**config.mk**
```make
export PLATFORM = sky130hd
export DESIGN_NAME = lfsg_merge
export DESIGN_NICKNAME = d
export VERILOG_FILES = /design/src/hdl/lfsg_pkg.sv /design/src/hdl/lfsg_merge.sv
export SDC_FILE = /design/constraint.sdc
export NUM_CORES = 1
export LEC_CHECK = 0
export BUFFER_PORTS_ARGS = -buffer_cell sky130_fd_sc_hd__clkbuf_2
export CAP_MARGIN = 20
export CORE_AREA = 2 2 39 41
export DETAILED_ROUTE_END_ITERATION = 6
export DIE_AREA = 0 0 41 43
export MAX_ROUTING_LAYER = met4
export PLACE_DENSITY_LB_ADDON = 0.25
export SYNTH_ARGS = -nofsm -noshare
export SYNTH_HDL_FRONTEND = slang
export SYNTH_SLANG_ARGS = --single-unit
```
**constraint.sdc**
```tcl
create_clock -name vclk -period 0.8
set_input_delay 0.16 -clock vclk [all_inputs]
set_output_delay 0.16 -clock vclk [all_outputs]
set_load 0.02 [all_outputs]
```
**src/hdl/lfsg_pkg.sv**
```systemverilog
// Package for the LCD frame scan with ghosting levels.
// Holds the frame geometry, level constants, item and register codes and shared types.
// No dependencies.
package lfsg_pkg;

   // Frame geometry: 48x32 pixels, 6 bytes of 8 pixels per row
   localparam int unsigned FRAME_ROWS  = 32;
   localparam int unsigned ROW_BYTES   = 6;
   localparam int unsigned STORE_DEPTH = FRAME_ROWS * ROW_BYTES;
   localparam int unsigned IDX_W       = $clog2(STORE_DEPTH);
   localparam int unsigned PIX         = 8;
   localparam int unsigned LVL_W       = 4;

   // Top level of the persistence scale (levels run 0..8)
   localparam int unsigned GHOST_LEVELS = 8;

   // Scroll start decode and address walk constants
   localparam logic [7:0] START_BIAS  = 8'h83;
   localparam logic [3:0] SKIP_AT     = 4'd12;
   localparam logic [7:0] SKIP_LEN    = 8'd4;
   localparam logic [7:0] BANK_SPAN   = 8'd128;
   localparam logic [1:0] LAST_BANK   = 2'd2;
   localparam logic [7:0] LAST_BANK_W = 8'd6;

   typedef logic [LVL_W-1:0] level_type;

   typedef enum logic {
      KIND_START = 1'b0,
      KIND_DATA  = 1'b1
   } kind_type;

   typedef enum logic {
      CSR_SCROLL_START = 1'b0,
      CSR_GHOSTING_ON  = 1'b1
   } csr_index_type;

   // Fetch address and scan position
   typedef struct packed {
      logic [1:0] bank;
      logic [6:0] offset;
      logic [4:0] row;
      logic [2:0] col;
   } scan_type;

endpackage

```
**src/hdl/lfsg_merge.sv**
```systemverilog
// Merge stage: packs the lane levels into the result word and ORs the change flags.
// Start items report a zero word and no change. Uses lfsg_pkg.
module lfsg_merge (
   input  lfsg_pkg::level_type [lfsg_pkg::PIX-1:0] lane_level,
   input  logic [lfsg_pkg::PIX-1:0]                lane_changed,
   input  logic                                    is_data,
   output logic [lfsg_pkg::PIX*lfsg_pkg::LVL_W-1:0] word,
   output logic                                    changed
);

   always_comb begin
      word    = '0;
      changed = 1'b0;
      if (is_data) begin
         // lane i sits in nibble i, so the leftmost pixel lands on top
         for (int i = 0; i < lfsg_pkg::PIX; i++) begin
            word[i*lfsg_pkg::LVL_W +: lfsg_pkg::LVL_W] = lane_level[i];
         end
         changed = |lane_changed;
      end
   end

endmodule

```
==> metrics.cfg <==
[outcome]
status = finished with violations
violations = negative setup slack

[route]
vias = 552
drt_iter0_drc = 1
ant_nets = 0
wl_mm = 1.74
drc_errors = 0
dr.pass1.iters = 2
viasPerCell = 4.21
routedWlPerCell_um = 13.3

[grt]
antenna_found_initial = 0
gr-usage-all-layers_pct = 13.1
grt_pass1_wl_mm = 1.67
grt_max_degree = 16
grt_pass1_vias = 429
grt_remaining_overflow = 0

[sta]
setup_viol = 33
rsz0062_at_grt = true
max-slew-margin-rel_pct = 87.5
tightest_slew_ns = 0.186
finalSetupTns_ns = -1.84
worst_slack_ns = -0.113
fin_crit_sh_pct = 114
timing.hold.ws_ns = 0.628
max_freq_ghz = 1.10
hold_viol_final = 0
min_period_ns = 0.913
report.final.slew_viol_count = 0

[synth]
synth_area_leaders = and2_2 (87%), clkbuf_2 (5.5%), nor4_1 (4.5%)
syn-num-nets = 79
synth_cells = 38
ys_warn_count = 0
synth.cell_area_um2 = 275
synth_area_per_cell_um2 = 7.24
yosysUniqueCellTypes = 4
synth_top_cell_area_share_pct = 87.3
yosys.area.top_type = and2_2
ys_seq_area_share_pct = 0

[finish]
syn2layout_area_growth_pct = 290
finalNonFillerCells = 131
drive_gt1_share_pct = 99.1
nFlopsAndLatches = 0
nFillCells = 98
final_nets = 158
multi_input_area_um2 = 322
n_clock_buffer = 0
n_antenna_cell = 0
seq_area_um2 = 0

[cts]
post_cts_buffers = 0
hold_buffers = 0

[floorplanning]
std_cell_rows = 14
start_util_pct = 19.9
coreArea_mm2 = 0.00138
io-pin-count = 74
die_w_um = 41
dieArea_mm2 = 0.00176
die_h_um = 43

[run]
max-cap-violations = 0

[critical_path]
worstPathMaxFanout = 1
critPathBufInv = 2
crit_path_cell_trace = clkbuf_2, nor4_2, a21boi_1, buf_4
required_ns = 0.64
crit_family = buffers and inverters
cp-end-kind = output port
criticalPathCategory = in -> out
arrival_ns = 0.75
start_kind = input pin
slowest_delay_ns = 0.25
slowest_stage = nor4_2

[power]
power_density_mw_per_mm2 = 624
peakVddDrop_mv = 0.304
clockPowerShare_pct = 0
switching_power_mw = 0.261
power.switching_fraction_pct = 38.9
power_frac_seq_pct = 0
p_comb_share_pct = 100.0
leakage_nw = 0.595
internal-power_mw = 0.410

[placement]
hpwl_um = 934
pre_cts_ws_ns = -0.140
io_buffers = 74
gp_congestion = 0.605
placedCellCount = 127

[hold_path]
holdCritPathClass = in -> out

power groups by stage:
stage / clock network [mW] / logic, mW / registers, mW
floorplan: 0 / 0.213 / 0
global placement: 0 / 0.392 / 0
detailed placement: 0 / 0.398 / 0
CTS: 0 / 0.456 / 0
global route: 0 / 0.705 / 0
finish: 0 / 0.671 / 0
cells in the final DEF (no fill, tap or decap), drive strengths merged:
master and count:
a21boi 1, and2 32, buf 38, clkbuf 42, nor4 2
what timing repair did:
action / in CTS / in global routing
pin swaps: 0 / 2
endpoints found under the setup margin: 33 / 33
gates cloned: 2 / 2
resized for setup: 22 / 122
cell usage after synthesis, drive strengths merged:
cell type   n
clkbuf      3
and2       32
nor4        2
a21boi      1
through the flow:
step	util [%]	cell area [um^2]	power [mW]
4_1_cts	56.2	778	0.456
5_1_grt	77.7	1070	0.705
6_report	77.7	1070	0.671
2_1_floorplan	-	275	0.213
3_5_place_dp	49.0	678	0.398
3_3_place_gp	49.0	678	0.392
area by class of cell:
class,instances,area share (%)
multi-input cells,35,29.9
well taps,16,1.86
repair buffers,80,68.2
path summary, 6_finish.rpt:
| path | from | end | slack, ns | cells past startpoint |
|---|---|---|---|---|
| worst min-delay path | lane_level[27] | word[27] | 0.63 | 3 |
| worst max-delay path | lane_changed[5] | changed | -0.11 | 4 |
cells by family after synthesis:
group           after synthesis  synth area share, %
buf+inv                       3                 5.45
compound gates                1                 2.73
simple gates                 34                 91.8
layer usage:
layer	global-route usage (%)	routed length [um]
met2	28.1	1100
met4	0	0
met5	-	0
met1	12.0	437
met3	0	203
Power figures use the tool's default switching activity.
