==> config.mk <==
export PLATFORM = sky130hd
export DESIGN_NAME = lfsg_lane
export DESIGN_NICKNAME = d
export VERILOG_FILES = /design/src/hdl/lfsg_pkg.sv /design/src/hdl/lfsg_lane.sv
export SDC_FILE = /design/constraint.sdc
export NUM_CORES = 1
export LEC_CHECK = 0
export ABC_AREA = 1
export BUFFER_PORTS_ARGS = -buffer_cell sky130_fd_sc_hd__buf_2
export CAP_MARGIN = 5
export CORE_AREA = 10 10 47 49
export DETAILED_ROUTE_END_ITERATION = 16
export DIE_AREA = 0 0 57 59
export SLEW_MARGIN = 20
export SYNTH_ARGS = -nofsm -noshare
export SYNTH_HDL_FRONTEND = slang
export SYNTH_SLANG_ARGS = --single-unit
==> constraint.sdc <==
create_clock -name vclk -period 4.3
set_input_delay 0.86 -clock vclk [all_inputs]
set_output_delay 0.86 -clock vclk [all_outputs]
set_load 0.03 [all_outputs]
==> src/hdl/lfsg_pkg.sv <==
// Package for the LCD frame scan with ghosting levels.
// Holds the frame geometry, level constants, item and register codes and shared types.
// No dependencies.
package lfsg_pkg;

   // Frame geometry: 48x32 pixels, 6 bytes of 8 pixels per row
   localparam int unsigned FRAME_ROWS  = 32;
   localparam int unsigned ROW_BYTES   = 6;
   localparam int unsigned STORE_DEPTH = FRAME_ROWS * ROW_BYTES;
   localparam int unsigned IDX_W       = $clog2(STORE_DEPTH);
   localparam int unsigned PIX         = 8;
   localparam int unsigned LVL_W       = 4;

   // Top level of the persistence scale (levels run 0..8)
   localparam int unsigned GHOST_LEVELS = 8;

   // Scroll start decode and address walk constants
   localparam logic [7:0] START_BIAS  = 8'h83;
   localparam logic [3:0] SKIP_AT     = 4'd12;
   localparam logic [7:0] SKIP_LEN    = 8'd4;
   localparam logic [7:0] BANK_SPAN   = 8'd128;
   localparam logic [1:0] LAST_BANK   = 2'd2;
   localparam logic [7:0] LAST_BANK_W = 8'd6;

   typedef logic [LVL_W-1:0] level_type;

   typedef enum logic {
      KIND_START = 1'b0,
      KIND_DATA  = 1'b1
   } kind_type;

   typedef enum logic {
      CSR_SCROLL_START = 1'b0,
      CSR_GHOSTING_ON  = 1'b1
   } csr_index_type;

   // Fetch address and scan position
   typedef struct packed {
      logic [1:0] bank;
      logic [6:0] offset;
      logic [4:0] row;
      logic [2:0] col;
   } scan_type;

endpackage

==> src/hdl/lfsg_lane.sv <==
// One pixel lane: saturating level update for a single pixel.
// Eight of these run side by side on one byte. Uses lfsg_pkg.
module lfsg_lane (
   input  lfsg_pkg::level_type prev,
   input  logic                unset,
   input  logic                pixel,
   input  logic                ghost_on,
   output lfsg_pkg::level_type level,
   output logic                changed
);

   localparam logic [4:0] TOP = 5'(lfsg_pkg::GHOST_LEVELS);

   lfsg_pkg::level_type base;
   lfsg_pkg::level_type step;
   logic [4:0]          sum;

   always_comb begin
      // unset pixel counts as level zero
      base = unset ? '0 : prev;
      step = ghost_on ? 4'd1 : TOP[3:0];
      sum  = {1'b0, base} + {1'b0, step};
      if (pixel) begin
         level = (sum > TOP) ? TOP[3:0] : sum[3:0];
      end else begin
         level = (base < step) ? '0 : base - step;
      end
      changed = unset || (level != base);
   end

endmodule

==> impl_metrics.xml <==
<?xml version="1.0" encoding="UTF-8"?>
<metrics>
  <group name="status">
    <metric name="outcome" unit="">complete, no violations</metric>
  </group>
  <group name="yosys">
    <metric name="mappedNetlistArea" unit="um2">409</metric>
    <metric name="synth_fa_ha_area_share" unit="%">21.4</metric>
    <metric name="post_synth_net_total" unit="">94</metric>
    <metric name="synth_simple_gate_area_share" unit="%">62.7</metric>
    <metric name="ys_types" unit="">11</metric>
    <metric name="synthCells" unit="">80</metric>
    <metric name="avgSynthCellArea" unit="um2">5.11</metric>
    <metric name="synthesis.yosys.warnings" unit="">0</metric>
    <metric name="yosys.area_share.xor_xnor" unit="%">2.14</metric>
    <metric name="synth_compound_area_share" unit="%">0</metric>
    <metric name="synth.mux.area_fraction" unit="%">0</metric>
    <metric name="seq_area_frac_synth" unit="%">0</metric>
    <metric name="combinational_family_with_the_most_area_after_synthesis" unit="">simple AND/OR/NAND/NOR gates</metric>
  </group>
  <group name="critical_path">
    <metric name="worst_setup_path_startpoint" unit="">unset</metric>
    <metric name="worst_setup_path_start_kind" unit="">input port</metric>
    <metric name="critical_path_class" unit="">in2out</metric>
    <metric name="critPathRequiredTime" unit="ns">3.44</metric>
    <metric name="worst_setup_path_end_kind" unit="">primary output</metric>
    <metric name="worst-path-max-fanout" unit="">6</metric>
    <metric name="worst-endpoint-arrival" unit="ns">2.56</metric>
    <metric name="worst_setup_path_endpoint" unit="">changed</metric>
  </group>
  <group name="timing">
    <metric name="timing.final.max_slew_violations" unit="">0</metric>
    <metric name="rsz0062_at_grt" unit="">no</metric>
    <metric name="worst_pin_slew" unit="ns">0.228</metric>
    <metric name="timing.final.setup_violations" unit="">0</metric>
    <metric name="max-slew-margin-rel" unit="%">84.8</metric>
    <metric name="layout_worst_path_cycle_share" unit="%">79.5</metric>
    <metric name="setup_tns_final" unit="ns">0</metric>
    <metric name="period_needed" unit="ns">3.42</metric>
    <metric name="fmaxAchievable" unit="GHz">0.292</metric>
    <metric name="hold_violations" unit="">0</metric>
  </group>
  <group name="floorplanning">
    <metric name="initial_core_utilization" unit="%">29.2</metric>
    <metric name="floorplan.die_area" unit="um2">3360</metric>
    <metric name="ios" unit="">12</metric>
    <metric name="floorplan.die.width" unit="um">57</metric>
    <metric name="rows" unit="">14</metric>
    <metric name="dieHeight" unit="um">59</metric>
    <metric name="core_area" unit="um2">1400</metric>
  </group>
  <group name="cells_and_area">
    <metric name="multiInputGateArea" unit="um2">353</metric>
    <metric name="antenna_cells" unit="">0</metric>
    <metric name="clkbuf_count" unit="">0</metric>
    <metric name="layout.sequential_cells" unit="">0</metric>
    <metric name="final_layout_size_suffix_gt1_share" unit="%">21.7</metric>
    <metric name="num-fill-cells" unit="">163</metric>
    <metric name="fin_area" unit="um2">489</metric>
    <metric name="design.final.nets" unit="">108</metric>
    <metric name="final_core_utilization" unit="%">34.9</metric>
    <metric name="areaGrowthSynthToFinish" unit="%">19.6</metric>
    <metric name="sequential_cell_area" unit="um2">0</metric>
  </group>
  <group name="route">
    <metric name="drc_errors" unit="">0</metric>
    <metric name="ant_nets" unit="">0</metric>
    <metric name="route.final.wire_length" unit="um">960</metric>
    <metric name="vias_per_cell" unit="">4.24</metric>
    <metric name="num_vias" unit="">458</metric>
    <metric name="dr.first_iter.drc_count" unit="">4</metric>
    <metric name="drt_first_pass_iters" unit="">4</metric>
    <metric name="detail_route.wl_per_cell" unit="um">8.89</metric>
  </group>
  <group name="run">
    <metric name="timing.max_cap.violations" unit="">0</metric>
  </group>
  <group name="grt">
    <metric name="grt_start_max_net_pins" unit="">7</metric>
    <metric name="initial_antenna_violation_count" unit="">0</metric>
    <metric name="first_global_vias" unit="">414</metric>
    <metric name="grtUsageTotal" unit="%">5.26</metric>
    <metric name="grt_first_pass_wirelength" unit="um">1600</metric>
    <metric name="overflow_after_grt" unit="">0</metric>
  </group>
  <group name="power_and_ir_drop">
    <metric name="cell_int_power" unit="uW">21.6</metric>
    <metric name="share_clk_of_total_power" unit="%">0</metric>
    <metric name="vdd_ir_drop_max" unit="mV">0.0561</metric>
    <metric name="static_leakage" unit="nW">0.328</metric>
    <metric name="design_power_total" unit="uW">62.5</metric>
    <metric name="switchingPower" unit="uW">41.0</metric>
    <metric name="pwr-share-seq" unit="%">0</metric>
    <metric name="power.share.switching" unit="%">65.5</metric>
    <metric name="power_density" unit="nW/um2">128</metric>
    <metric name="combinationalPowerShare" unit="%">100.0</metric>
  </group>
  <group name="clocking">
    <metric name="post_cts_resize_count" unit="">0</metric>
    <metric name="post_cts.repair.setup_buffers" unit="">0</metric>
    <metric name="post_cts_hold_buffer_count" unit="">0</metric>
  </group>
  <group name="min_path">
    <metric name="hp-class" unit="">in2out</metric>
  </group>
  <group name="place">
    <metric name="placed_cell_area" unit="um2">489</metric>
    <metric name="port-buffer-count" unit="">12</metric>
    <metric name="hpwlAfterDp" unit="um">870</metric>
    <metric name="gpl.final_weighted_congestion" unit="">0.868</metric>
  </group>
</metrics>
==> per-layer routing <==
metal | part of all wire (%) | up-vias | track usage (%) | wire length, um
met2 | 40 | 10 | 9.30 | 380
met3 | 6.1 | 0 | 1.07 | 59
met1 | 54 | 176 | 6.74 | 520
li1 | - | 272 | - | -
met5 | 0 | - | 0 | 0
met4 | 0 | 0 | 0 | 0
==> power groups by stage <==
stage | logic (mW) | clock network, mW | registers (mW)
after floorplan | 0.0469 | 0 | 0
after global placement | 0.0625 | 0 | 0
after detailed placement | 0.0629 | 0 | 0
after CTS | 0.0633 | 0 | 0
after global routing | 0.0711 | 0 | 0
final | 0.0625 | 0 | 0
==> through the flow <==
| step | instances | hold WS [ns] | worst slack, ns |
|---|---|---|---|
| final | 108 | 2.17 | 0.880 |
| after global routing | 108 | 2.22 | 0.711 |
| after CTS | 108 | 2.18 | 0.878 |
| after detailed placement | 108 | 2.18 | 0.887 |
| after global placement | 108 | 2.18 | 0.878 |
| after floorplan | 80 | 2.01 | 0.994 |
==> layout make-up <==
cell class / count / area share [%]
Inverter: 15 / 11.5
Multi-Input combinational cell: 65 / 72.1
Tap cell: 16 / 4.09
Timing Repair Buffer: 12 / 12.3
==> kinds of logic (layout without fill, tap and decap cells) <==
group         after synthesis  in the layout
xor+xnor                    1              1
fa+ha+maj                   7              7
buf+inv                    15             27
simple gates               57             57
==> critical path: stages <==
cell	delay, ns
sky130_fd_sc_hd__buf_2	0.12
sky130_fd_sc_hd__inv_2	0.07
sky130_fd_sc_hd__nand2_1	0.10
sky130_fd_sc_hd__inv_1	0.06
sky130_fd_sc_hd__ha_1	0.20
sky130_fd_sc_hd__ha_1	0.23
sky130_fd_sc_hd__nand4_1	0.10
sky130_fd_sc_hd__nand2_1	0.05
sky130_fd_sc_hd__inv_1	0.10
sky130_fd_sc_hd__nand3b_1	0.13
sky130_fd_sc_hd__nand3_1	0.09
sky130_fd_sc_hd__nand3_1	0.07
sky130_fd_sc_hd__nor2_1	0.15
sky130_fd_sc_hd__nand2_1	0.06
sky130_fd_sc_hd__buf_2	0.17
==> Yosys cell counts <==
library cell                n  share of area (%)
sky130_fd_sc_hd__nand3b_1   2                3.7
sky130_fd_sc_hd__nand2_2    4                6.1
sky130_fd_sc_hd__nor2_1     4                3.7
sky130_fd_sc_hd__inv_1     13                 12
sky130_fd_sc_hd__nand2_1   31                 28
sky130_fd_sc_hd__ha_1       7                 21
sky130_fd_sc_hd__nand4_1    2                3.1
sky130_fd_sc_hd__inv_2      2                1.8
sky130_fd_sc_hd__nand3_1   12                 15
sky130_fd_sc_hd__xnor2_1    1                2.1
sky130_fd_sc_hd__nor2_2     2                3.1
==> placed cells by master (no fill, tap or decap) <==
cell type | Yosys | layout
sky130_fd_sc_hd__ha_1 | 7 | 7
sky130_fd_sc_hd__nand4_1 | 2 | 2
sky130_fd_sc_hd__inv_2 | 2 | 2
sky130_fd_sc_hd__inv_1 | 13 | 13
sky130_fd_sc_hd__nor2_2 | 2 | 2
sky130_fd_sc_hd__nand3_1 | 12 | 12
sky130_fd_sc_hd__nand2_2 | 4 | 4
sky130_fd_sc_hd__xnor2_1 | 1 | 1
sky130_fd_sc_hd__nand3b_1 | 2 | 2
sky130_fd_sc_hd__buf_2 | 0 | 12
sky130_fd_sc_hd__nor2_1 | 4 | 4
sky130_fd_sc_hd__nand2_1 | 31 | 31
==> how the worst min path moves through the flow <==
stage | startpoint | endpoint | slack [ns] | cells past startpoint
6_report | prev[3] | changed | 2.17 | 6
5_1_grt | prev[3] | changed | 2.22 | 6
4_1_cts | prev[3] | changed | 2.18 | 6
3_5_place_dp | prev[3] | changed | 2.18 | 6
3_3_place_gp | prev[3] | changed | 2.18 | 6
2_1_floorplan | pixel | level[2] | 2.01 | 3
(Power assumes the default switching activity.)
