[src/hdl/lfsg_pkg.sv]
// Package for the LCD frame scan with ghosting levels.
// Holds the frame geometry, level constants, item and register codes and shared types.
// No dependencies.
package lfsg_pkg;

   // Frame geometry: 48x32 pixels, 6 bytes of 8 pixels per row
   localparam int unsigned FRAME_ROWS  = 32;
   localparam int unsigned ROW_BYTES   = 6;
   localparam int unsigned STORE_DEPTH = FRAME_ROWS * ROW_BYTES;
   localparam int unsigned IDX_W       = $clog2(STORE_DEPTH);
   localparam int unsigned PIX         = 8;
   localparam int unsigned LVL_W       = 4;

   // Top level of the persistence scale (levels run 0..8)
   localparam int unsigned GHOST_LEVELS = 8;

   // Scroll start decode and address walk constants
   localparam logic [7:0] START_BIAS  = 8'h83;
   localparam logic [3:0] SKIP_AT     = 4'd12;
   localparam logic [7:0] SKIP_LEN    = 8'd4;
   localparam logic [7:0] BANK_SPAN   = 8'd128;
   localparam logic [1:0] LAST_BANK   = 2'd2;
   localparam logic [7:0] LAST_BANK_W = 8'd6;

   typedef logic [LVL_W-1:0] level_type;

   typedef enum logic {
      KIND_START = 1'b0,
      KIND_DATA  = 1'b1
   } kind_type;

   typedef enum logic {
      CSR_SCROLL_START = 1'b0,
      CSR_GHOSTING_ON  = 1'b1
   } csr_index_type;

   // Fetch address and scan position
   typedef struct packed {
      logic [1:0] bank;
      logic [6:0] offset;
      logic [4:0] row;
      logic [2:0] col;
   } scan_type;

endpackage

[src/hdl/lfsg_walk.sv]
// Fetch address walk and scan position step for the frame scan block.
// Derives the start address, the next address, the store index and the last-byte flag.
// Uses lfsg_pkg.
module lfsg_walk (
   input  logic [7:0]                     scroll_start,
   input  lfsg_pkg::scan_type             cur,
   output lfsg_pkg::scan_type             start_pos,
   output lfsg_pkg::scan_type             next_pos,
   output logic [lfsg_pkg::IDX_W-1:0]     store_idx,
   output logic                           last
);

   logic [7:0] start_v;
   logic [7:0] off_w;
   logic [2:0] bank_w;
   logic [2:0] col_eff;
   logic [2:0] col_nx;
   logic [4:0] row_nx;

   // Start address from the scroll register
   always_comb begin
      start_v = (scroll_start >= lfsg_pkg::START_BIAS) ?
                scroll_start - lfsg_pkg::START_BIAS : scroll_start;
      start_pos.bank   = start_v[7:6];
      start_pos.offset = {start_v[5:0], 1'b0};
      start_pos.row    = '0;
      start_pos.col    = '0;
   end

   // Address step: skip the gap in each 16, roll into next bank, wrap bank 2
   always_comb begin
      off_w  = {1'b0, cur.offset} + 8'd1;
      bank_w = {1'b0, cur.bank};
      if (off_w[3:0] >= lfsg_pkg::SKIP_AT) begin
         off_w = off_w + lfsg_pkg::SKIP_LEN;
      end
      if (off_w >= lfsg_pkg::BANK_SPAN) begin
         off_w  = off_w - lfsg_pkg::BANK_SPAN;
         bank_w = bank_w + 3'd1;
      end
      if (bank_w == {1'b0, lfsg_pkg::LAST_BANK} && off_w >= lfsg_pkg::LAST_BANK_W) begin
         off_w  = off_w - lfsg_pkg::LAST_BANK_W;
         bank_w = '0;
      end
   end

   // Scan position step and store index
   always_comb begin
      col_eff = (cur.col >= 3'(lfsg_pkg::ROW_BYTES)) ? 3'd0 : cur.col;
      if (col_eff == 3'(lfsg_pkg::ROW_BYTES - 1)) begin
         col_nx = '0;
         row_nx = cur.row + 5'd1;
      end else begin
         col_nx = col_eff + 3'd1;
         row_nx = cur.row;
      end
      // row * 6 as row*4 + row*2
      store_idx = lfsg_pkg::IDX_W'({cur.row, 2'b00}) + lfsg_pkg::IDX_W'({cur.row, 1'b0})
                + lfsg_pkg::IDX_W'(col_eff);
      last = (cur.row == 5'(lfsg_pkg::FRAME_ROWS - 1)) &&
             (col_eff == 3'(lfsg_pkg::ROW_BYTES - 1));
   end

   // Next position in struct order: bank, offset, row, column
   assign next_pos = {bank_w[1:0], off_w[6:0], row_nx, col_nx};

endmodule

[config.mk]
export PLATFORM = sky130hd
export DESIGN_NAME = lfsg_walk
export DESIGN_NICKNAME = d
export VERILOG_FILES = /design/src/hdl/lfsg_pkg.sv /design/src/hdl/lfsg_walk.sv
export SDC_FILE = /design/constraint.sdc
export NUM_CORES = 1
export LEC_CHECK = 0
export ABC_AREA = 1
export BUFFER_PORTS_ARGS = -buffer_cell sky130_fd_sc_hd__buf_2
export CORE_MARGIN = 2
export CORE_UTILIZATION = 49
export DETAILED_ROUTE_END_ITERATION = 7
export PLACE_DENSITY = 0.88
export SETUP_SLACK_MARGIN = 0.1
export SYNTH_ARGS = -nofsm -noshare
export SYNTH_HDL_FRONTEND = slang
export SYNTH_SLANG_ARGS = --single-unit
[constraint.sdc]
create_clock -name vclk -period 2.1
set_input_delay 0.105 -clock vclk [all_inputs]
set_output_delay 0.105 -clock vclk [all_outputs]
set_load 0.005 [all_outputs]
==> out/summary.txt, run 1 <==
slowest stage cell on the critical path -> ha_1
Tcrit/Tclk final -> 1.005
Max Slew Vio Count -> 0
worst path cell trace -> buf_8 > ha_4 > nand2_4 > nand2_4 > buf_4 > ha_1 > inv_1 > ha_4 > inv_2 > a21oi_2 > nand3_2 > nor2_4 > nor2_4 > buf_4 > a21oi_2 > buf_2
Vert. Die Dim -> 56.17 um
Ports -> 68
top-count cell post-synth -> inv_1
footprint of the multi-input gates -> 1266 um2
Seq cells -> 0
Critical Path Fanout Max -> 8
Clock Power Share -> 0
I/O Buffers -> 59
final routed DRC violation total -> 0
ratio of cells with drive above 1 in the final layout -> 0.4797
CTS Hold Bufs -> 0
Initial Util -> 0.5288
XOR/XNOR Fraction of Synth Area -> 0.07880
placed inst area -> 1734 um2
initial antenna violation count -> 0
Final Hold Viols -> 0
Total Nets Final -> 345
post-synth cell types -> 31
post-route cell area -> 1992 um2
per-cell routed wire length -> 12.64 um
Layout area overhead -> 49.34%
Vias/cell -> 5.107
P_leak -> 1.139 nW
part of the Yosys area used for sequential elements -> 0
YS warnings -> 0
row cnt -> 18
Initial DRC Count -> 50
ant diodes -> 0
P_int -> 0.2235 mW
post-synthesis mux area share -> 0.01689
Post-Syn Area -> 1334 um2
core area -> 2522 um2
maximum clock rate -> 473.9 MHz
synth cell count leaders -> inv_1, nand2_1, ha_1
# clk buffers -> 0
CP max stage delay -> 0.21 ns
Post-Synth Simple-Gate Area -> 0.4137
Max Cap Viol -> 0
RSZ-0062 raised after global routing -> yes
NetSw -> 0.2601 mW
Synth Area in Compound Gates -> 0.07880
final wirelength -> 4122 um
largest net degree at the start of global routing -> 9
Yosys top cell by area -> ha_1
grt ovf -> 0
post-synth top area share -> 0.1876
Final ANT Viol Nets -> 0
adder-cell share of the synthesized area -> 0.2176
DIE AREA -> 3155 um2
Post-DP HPWL -> 2736 um
Sequential Power Share -> 0
outcome -> finished, violations left
Sequential Area -> 0 um2
cell area power density -> 242.8 nW/um2
Hold Path Class -> input port to primary output
Buf/Inv on CP -> 6
Design Power -> 0.4836 mW
first-pass GRT wire length -> 6285 um
syn avg cell area -> 6.118 um2
Tot GR Track Use -> 0.2348
final setup fails -> 2
largest cells by area after synthesis -> ha_1, inv_1, nand2_1
largest family of logic cells by synthesized area -> simple AND/OR/NAND/NOR gates
Fill cells -> 178
Sw Share -> 0.5378
cells after synthesis -> 218
vias in the first global route -> 1,509
Worst Slack Setup Final -> -0.01008 ns
first-pass detailed-route iteration total -> 4
chip width -> 56.17 um
Crit Path Class -> input port to primary output
via count -> 1,665
Gate power share -> 1.000
CP delay by family, top -> buffers and inverters
Data arrival, critical path -> 2.01 ns
CP startpoint kind -> input port
CP Capture Type -> primary output
CP required -> 2.00 ns
final worst path period need -> 2.110 ns
setup TNS -> -0.01438 ns
Max rail drop VDD -> 0.2285 mV
global placer's final weighted congestion -> 0.8347
failing checks -> negative setup slack
power groups by stage:
stage          logic, mW  clock network, mW  registers [mW]
3_3_place_gp       0.379                  0               0
5_1_grt            0.534                  0               0
4_1_cts            0.428                  0               0
2_1_floorplan      0.239                  0               0
6_report           0.484                  0               0
3_5_place_dp       0.392                  0               0
stage by stage:
stage / utilization / instances / setup slack, ns / hold WS [ns]
floorplan: - / 226 / 0.1526 / 0.2443
global route: 0.7897 / 326 / -0.1521 / 0.5180
detailed placement: 0.6875 / 320 / -0.1629 / 0.4938
CTS: 0.7401 / 322 / 0.07692 / 0.4943
global placement: 0.6875 / 320 / -0.01982 / 0.4935
finish: 0.7897 / 326 / -0.01008 / 0.4932
metal layers:
metal | vias up | share of wire | track usage
li1 | 819 | - | -
met1 | 765 | 0.38 | 0.2772
met2 | 73 | 0.54 | 0.4622
met3 | 8 | 0.063 | 0.01628
met4 | 0 | 0.016 | 0.03401
met5 | - | 0 | 0
layout make-up:
type                       count  share of cell area
inverter                      50             0.09673
tap                           30             0.01884
timing repair buffer          79              0.2487
multi-input combinational    167              0.6357
cells in the final DEF, fill, tap and decap left out, drive strengths merged, types with 3 or more instances in the layout:
cell,instances
a21oi,5
buf,79
conb,9
ha,20
inv,49
nand2,58
nand3,19
nand4,3
nor2,21
nor3,3
o21ai,3
xnor2,4
xor2,8
kinds of logic after synthesis:
group,Yosys count
AO/OA/AOI/OAI,16
XOR/XNOR,12
adder cells (fa/ha/maj),22
buffers and inverters,59
multiplexers,2
other,1
AND/OR/NAND/NOR,106
worst paths after layout:
check,startpoint,end,cells after the start
worst max-delay path,cur[8],next_pos[16],16
worst min-delay path,scroll_start[3],start_pos[12],3
repair_timing:
action,in CTS,in global routing
pin swaps,17,20
gates resized for setup,31,29
setup buffers,2,4
endpoints found under the setup margin,8,9
Note: power is estimated with default switching activity, not from simulation.
==> run 2, diff against run 1 <==
--- a/config.mk
+++ b/config.mk
@@ -11,7 +11,9 @@
 export CORE_UTILIZATION = 49
 export DETAILED_ROUTE_END_ITERATION = 7
 export PLACE_DENSITY = 0.88
+export REMOVE_ABC_BUFFERS = 1
 export SETUP_SLACK_MARGIN = 0.1
+export SLEW_MARGIN = 20
 export SYNTH_ARGS = -nofsm -noshare
 export SYNTH_HDL_FRONTEND = slang
 export SYNTH_SLANG_ARGS = --single-unit
==> run 2 against run 1 <==
- the run still ends with negative setup slack left
- final area fell by 4.6%
- worst hold slack improved by 0.0030 ns
- die area did not move
- largest power group unchanged
- non-clock buffer count fell by 4
- via count fell by 6.3%
- first-iteration DRC count fell by 18%
- sequential cell count did not move
- combinational power fell by 9.5%
- largest cell class unchanged
- cell count fell by 1.2%
- sequential share of layout area did not move
- critical path depth rose by 2
- global-route usage fell by 2.7 points
==> out/summary.txt, run 2 (same netlist as run 1, synthesis figures left out) <==
Crit Path Class -> input port to primary output
Fill cells -> 205
ant diodes -> 0
row cnt -> 18
DIE AREA -> 3155 um2
Worst Hold Depth -> 3
Hold EP -> start_pos[15]
cell area power density -> 230.8 nW/um2
Tot GR Track Use -> 0.2076
ratio of cells with drive above 1 in the final layout -> 0.4486
Sequential Area -> 0 um2
routed wl met2 -> 1865 um
via count -> 1,560
DR WL met3 -> 179 um
Hold WS -> 0.4962 ns
final routed DRC violation total -> 0
maximum clock rate -> 474.1 MHz
number of cells on the critical path -> 18
CP required -> 2.00 ns
Post-DP HPWL -> 2791 um
M1 wire length -> 1321 um
slowest stage cell on the critical path -> nand3b_1
first-pass detailed-route iteration total -> 4
Final Hold Viols -> 0
RSZ-0062 raised after global routing -> yes
most frequent cells in the layout -> buf_2, inv_1, nand2_1
CP Capture Type -> primary output
final wirelength -> 3467 um
Max rail drop VDD -> 0.2005 mV
vias in the first global route -> 1,430
Max Slew Vio Count -> 0
failing checks -> negative setup slack
top sig layer -> met4
Hold Path Class -> input port to primary output
most common cell after layout, fill and taps aside -> buf_2
Seq cells -> 0
I/O Buffers -> 59
CP max stage delay -> 0.21 ns
CP delay by family, top -> simple AND/OR/NAND/NOR gates
Initial Util -> 0.5288
HP Start -> scroll_start[6]
Data arrival, critical path -> 2.00 ns
# clk buffers -> 0
largest net degree at the start of global routing -> 9
chip width -> 56.17 um
first-pass GRT wire length -> 5540 um
core area -> 2522 um2
Initial DRC Count -> 41
Vert. Die Dim -> 56.17 um
Total Nets Final -> 341
Util after Layout -> 0.7530
Vias/cell -> 4.845
P_leak -> 1.107 nW
Final ANT Viol Nets -> 0
Critical Path Fanout Max -> 8
final worst path period need -> 2.109 ns
Ports -> 68
Worst Slack Setup Final -> -0.009341 ns
CP startpoint kind -> input port
global placer's final weighted congestion -> 0.8048
per-cell routed wire length -> 10.77 um
Buf/Inv on CP -> 4
outcome -> finished, violations left
Layout area overhead -> 42.40%
final setup fails -> 4
Tcrit/Tclk final -> 1.004
initial antenna violation count -> 0
grt ovf -> 0
footprint of the multi-input gates -> 1212 um2
Worst path most repeated cell -> nand2_2
Design Power -> 0.4383 mW
Max Cap Viol -> 0
worst path cell trace -> buf_8 > ha_4 > nand2_2 > nand2_2 > inv_2 > buf_6 > ha_4 > nand2_4 > nand3b_1 > nand2_2 > nand4_1 > nand2_2 > nor2_4 > nor2_4 > nand2_4 > nand2_2 > nand2_1 > buf_2
[run 2: worst min-delay path, delay by kind of cell]
| family | cells | cell delay, ns |
|---|---|---|
| AO/OA/AOI/OAI | 1 | 0.10 |
| buffers and inverters | 2 | 0.19 |
[run 2: metrics by stage]
| step | cell area (um2) | setup WS [ns] | setup TNS [ns] | instances |
|---|---|---|---|---|
| 2_1_floorplan | 1296 | 0.1526 | 0 | 217 |
| 3_3_place_gp | 1719 | -0.01960 | -0.09588 | 318 |
| 3_5_place_dp | 1719 | -0.1703 | -1.033 | 318 |
| 4_1_cts | 1831 | 0.04489 | 0 | 320 |
| 5_1_grt | 1899 | -0.1446 | -0.8333 | 322 |
| 6_report | 1899 | -0.009341 | -0.01969 | 322 |
[run 2: power breakdown]
part	internal [mW]	total, mW	leakage, nW	switching, mW
logic	0.204	0.438	1.11	0.234
clock network	0	0	0	0
registers	0	0	0	0
[run 2: layout make-up]
type | instances | share of cell area
multi-input combinational | 167 | 0.6383
timing repair buffer | 75 | 0.2418
inverter | 50 | 0.1001
tap | 30 | 0.01976
[run 2: what timing repair did]
item                                    4_1_cts  5_1_grt
pin swaps                                    18       21
endpoints found under the setup margin        7        8
hold buffers                                  0        0
hold endpoints to repair                      0        0
setup buffers                                 2        2
gates resized for setup                      25       19
[run 2: worst max-delay path by stage]
stage	end	slack, ns	from
3_5_place_dp	next_pos[11]	-0.17	cur[9]
6_report	next_pos[11]	-0.009	cur[9]
2_1_floorplan	next_pos[13]	0.15	cur[8]
4_1_cts	next_pos[11]	0.04	cur[9]
5_1_grt	next_pos[14]	-0.14	cur[9]
3_3_place_gp	next_pos[10]	-0.02	cur[8]
[run 2: layer usage]
metal / GRT usage / up-vias
met3: 0.03256 / 12
li1: - / 807
met5: 0 / -
met1: 0.2041 / 689
met2: 0.4286 / 52
met4: 0.06463 / 0
